## config.mk

```make
export PLATFORM = sky130hd
export DESIGN_NAME = lst_alu
export DESIGN_NICKNAME = d
export VERILOG_FILES = /design/src/design/lst_pkg.sv /design/src/design/lst_alu.sv
export SDC_FILE = /design/constraint.sdc
export NUM_CORES = 1
export LEC_CHECK = 0
export BUFFER_PORTS_ARGS = -buffer_cell sky130_fd_sc_hd__clkbuf_2
export CORE_ASPECT_RATIO = 0.8
export CORE_UTILIZATION = 45
export DETAILED_ROUTE_END_ITERATION = 10
export PLACE_DENSITY_LB_ADDON = 0.12
export SYNTH_ARGS = -nofsm -noshare
export SYNTH_HDL_FRONTEND = slang
export SYNTH_SLANG_ARGS = --single-unit
```

## constraint.sdc

```tcl
create_clock -name vclk -period 6.8
set_clock_uncertainty 0.1 [all_clocks]
set_input_delay 1.36 -clock vclk [all_inputs]
set_output_delay 1.36 -clock vclk [all_outputs]
set_load 0.01 [all_outputs]
```

## src/design/lst_pkg.sv

```systemverilog
`timescale 1ns / 1ps
`default_nettype none

package lst_pkg;

  localparam int LEAVES_DEF = 1024;

  localparam logic signed [31:0] VAL_MIN = 32'sh8000_0000;
  localparam logic signed [31:0] VAL_MAX = 32'sh7FFF_FFFF;

  typedef enum logic [1:0] {
    CMD_ADD    = 2'd0,
    CMD_ASSIGN = 2'd1,
    CMD_QUERY  = 2'd2,
    CMD_ARGMAX = 2'd3
  } cmd_t;

  typedef enum logic [0:0] {
    OP_ADD = 1'b0,   // saturating a + b
    OP_MAX = 1'b1    // signed max, left wins a tie
  } alu_op_t;

  // one tree node: subtree max without own tag, pending add, assign flag
  typedef struct packed {
    logic signed [31:0] val;
    logic signed [31:0] pa;
    logic               ap;
  } node_t;

endpackage

`default_nettype wire

```

## src/design/lst_alu.sv

```systemverilog
`timescale 1ns / 1ps
`default_nettype none

module lst_alu (
  input  lst_pkg::alu_op_t   op,
  input  logic signed [31:0] a,
  input  logic signed [31:0] b,
  output logic signed [31:0] res,
  output logic               a_ge_b
);
  import lst_pkg::*;

  logic signed [32:0] sum;

  assign sum    = {a[31], a} + {b[31], b};
  assign a_ge_b = (a >= b);

  always_comb begin
    unique case (op)
      OP_ADD: begin
        if (sum[32] != sum[31]) begin
          res = sum[32] ? VAL_MIN : VAL_MAX;
        end else begin
          res = sum[31:0];
        end
      end
      OP_MAX: begin
        res = a_ge_b ? a : b;
      end
      default: begin
        res = a;
      end
    endcase
  end

endmodule

`default_nettype wire

```

==> flow_summary_export.csv <==
group,metric,value,unit
outcome,status,"finished, final reports clean",
finish,nFlopsAndLatches,0,
timing,final_hold_viol_count,0,
logic_synthesis,synth_fp_nets,670,
critical_path,slowest_stage,"or3_4",
critical_path,cp_top_family,"compound AO/OA/AOI/OAI gates",
global_route,grt_pass1_wl,17100,um
die,io-pin-count,98,
critical_path,path_cells,"clkbuf_2 -> ha_1 -> inv_1 -> fa_1 -> nor3_2 -> o311a_1 -> o31a_1 -> o311ai_4 -> o211ai_2 -> or3_4 -> o31ai_4 -> buf_4 -> nor2_1 -> a22o_1 -> clkbuf_2",
route,wl_per_cell,15.2,um
placed_design,portBuffers,98,
timing,finalCritPeriodShare,90.2,%
cts,cts_setup_buffers,0,
job,maxCapViolCount,0,
critical_path,crit_path_end_kind,"output pin",
finish,n_clock_buffer,0,
timing,min_period,6.14,ns
finish,fin_area,4150,um^2
die,core.rowCount,28,
global_route,grt-ovfl-total,0,
placed_design,dp_cells,717,
timing,fin_ws,0.664,ns
pwr,seqPwrFrac,0,%
die,dieHeight,82.2,um
die,dieArea,8400,um^2
logic_synthesis,synthCells,540,
route,postRouteAntennaNets,0,
timing,tightestPinTransition,1.03,ns
finish,fillers,823,
pwr,pwr-share-comb,100.0,%
pwr,p_sw_share,56.9,%
critical_path,cp-start-kind,"primary input",
placed_design,dp_slack,0.708,ns
logic_synthesis,synth.distinct_cells,60,
critical_path,crit_buf_inv,4,
critical_path,critPathArrivalTime,4.68,ns
hold_path,hold_class,"primary input to output pin",
global_route,grt_pass1_vias,3576,
hold_path,hold_path_end,"res[16]",
route,drt_iter0_markers,245,
pwr,intPower,0.000205,W
logic_synthesis,synth_area,3620,um^2
cts,postCtsHoldBufs,0,
finish,stdcell_count,717,
critical_path,timing.critical_path.mode_cell,"clkbuf_2",
timing,setup-tns-final,0,ns
logic_synthesis,yosysSeqAreaShare,0,%
hold_path,min_from,"a[16]",
finish,layout-drive-gt1-share,21.9,%
hold_path,min_path_cells,4,
cts,cts_resized,0,
die,start_util,47.6,%
pwr,p_leak,2.03,nW
timing,max_freq,0.163,GHz
placed_design,hpwl,9080,um
pwr,power.density,115,nW/um^2
finish,n_antenna_cell,0,
global_route,grtUsageTotal,25.2,%
die,core,7600,um^2
pwr,ir_drop,0.0000587,V
timing,max-slew-margin-rel,31.0,%
global_route,grt_max_degree,38,
logic_synthesis,postSynthAreaPerCell,6.70,um^2
pwr,power.switching,0.000271,W
critical_path,path_max_fanout,23,
finish,syn_to_final_growth,14.9,%
route,viasPerCell,5.72,
placed_design,place_area,4150,um^2
finish,nets,744,
route,vias,4098,
critical_path,crit_required,5.34,ns
timing,finalSetupViolCount,0,
critical_path,critPathKind,"primary input to output pin",
timing,drv_slew,0,
route,dr.pass1.iters,4,
finish,final-seq-area,0,um^2
critical_path,slowest_delay,0.42,ns
timing,rsz0062_at_grt,"false",
logic_synthesis,ys_warn_count,0,
pwr,clkPwrFrac,0,%
die,die_w,102,um
route,remaining_drc_errors,0,
global_route,grt_antenna_before_repair,0,
placed_design,gp_congestion,0.875,
route,wirelength,10900,um
[per-layer routing]
metal | global-route usage, % | share of wire (%) | up-vias
met5 | 0 | 0 | -
met4 | 1.71 | 0.61 | 0
met3 | 0.926 | 5.3 | 8
met2 | 40.7 | 43 | 135
met1 | 38.3 | 51 | 1878
li1 | - | - | 2077
[through the flow]
| step | total power [W] | util, % | hold WS (ns) |
|---|---|---|---|
| finish | 0.000476 | 54.6 | 3.02 |
| global route | 0.000523 | 54.6 | 3.06 |
| CTS | 0.000474 | 54.6 | 3.03 |
| detailed placement | 0.000471 | 54.6 | 3.03 |
| global placement | 0.000465 | 54.6 | 3.02 |
| floorplan | 0.000337 | - | 2.82 |
[logic make-up after synthesis]
kind of cell / share of synthesized area, %
simple gates: 23.0
xor+xnor: 6.54
fa+ha+maj: 22.7
compound gates: 36.6
buf+inv: 10.6
mux: 0.588
[cell usage in the layout, fill, tap and decap left out, types with 7 or more instances in the layout]
cell type,Yosys,routed
nor2_1,90,90
a2bb2oi_1,17,17
nor4_1,10,10
a21oi_1,69,69
nand4_1,10,10
nor2b_1,15,15
inv_1,57,57
o21ai_0,15,15
a2bb2oi_2,10,10
clkbuf_2,1,98
buf_4,3,9
xnor2_1,25,25
ha_1,64,64
nor3_1,7,7
nand2_1,13,13
o31ai_1,16,16
[synthesized netlist by cell type, types with 4 or more instances]
cell type / n / area (um^2)
buf_2: 4 / 20.0
o21ai_0: 15 / 75.1
a21o_1: 5 / 37.5
nand2_1: 13 / 48.8
a211oi_1: 6 / 45.0
or4_1: 4 / 30.0
o31ai_1: 16 / 120
xnor2_1: 25 / 219
nor2b_1: 15 / 93.8
clkbuf_1: 25 / 93.8
a2bb2oi_1: 17 / 149
nor4_1: 10 / 62.6
ha_1: 64 / 801
a2bb2oi_2: 10 / 150
nand4_1: 10 / 62.6
o211ai_1: 5 / 37.5
nand3_1: 6 / 30.0
inv_1: 57 / 214
nor2_1: 90 / 338
nor3_1: 7 / 35.0
or3_1: 6 / 37.5
o21bai_1: 5 / 37.5
a21oi_1: 69 / 345
[power by group through the flow]
stage | sequential, W | combinational [W] | clock (W)
floorplan | 0 | 0.000337 | 0
global placement | 0 | 0.000465 | 0
detailed placement | 0 | 0.000471 | 0
CTS | 0 | 0.000474 | 0
global route | 0 | 0.000523 | 0
finish | 0 | 0.000476 | 0
[area by class of cell]
| cell class | instances | area, um^2 | share of cell area (%) |
|---|---|---|---|
| well taps | 105 | 131 | 3.16 |
| repair buffers | 107 | 558 | 13.4 |
| inverters | 58 | 218 | 5.24 |
| multi-input cells | 447 | 3250 | 78.2 |
[how the worst max path moves through the flow]
| stage | start | end | slack (ns) | cells after the start |
|---|---|---|---|---|
| final | a[0] | res[26] | 0.66 | 15 |
| after global routing | b[6] | res[9] | 0.45 | 14 |
| after CTS | a[0] | res[26] | 0.69 | 15 |
| after detailed placement | a[0] | res[26] | 0.71 | 15 |
| after global placement | a[0] | res[26] | 0.77 | 15 |
| after floorplan | b[9] | res[12] | 1.24 | 12 |
Note: power is estimated with default switching activity, not from simulation.
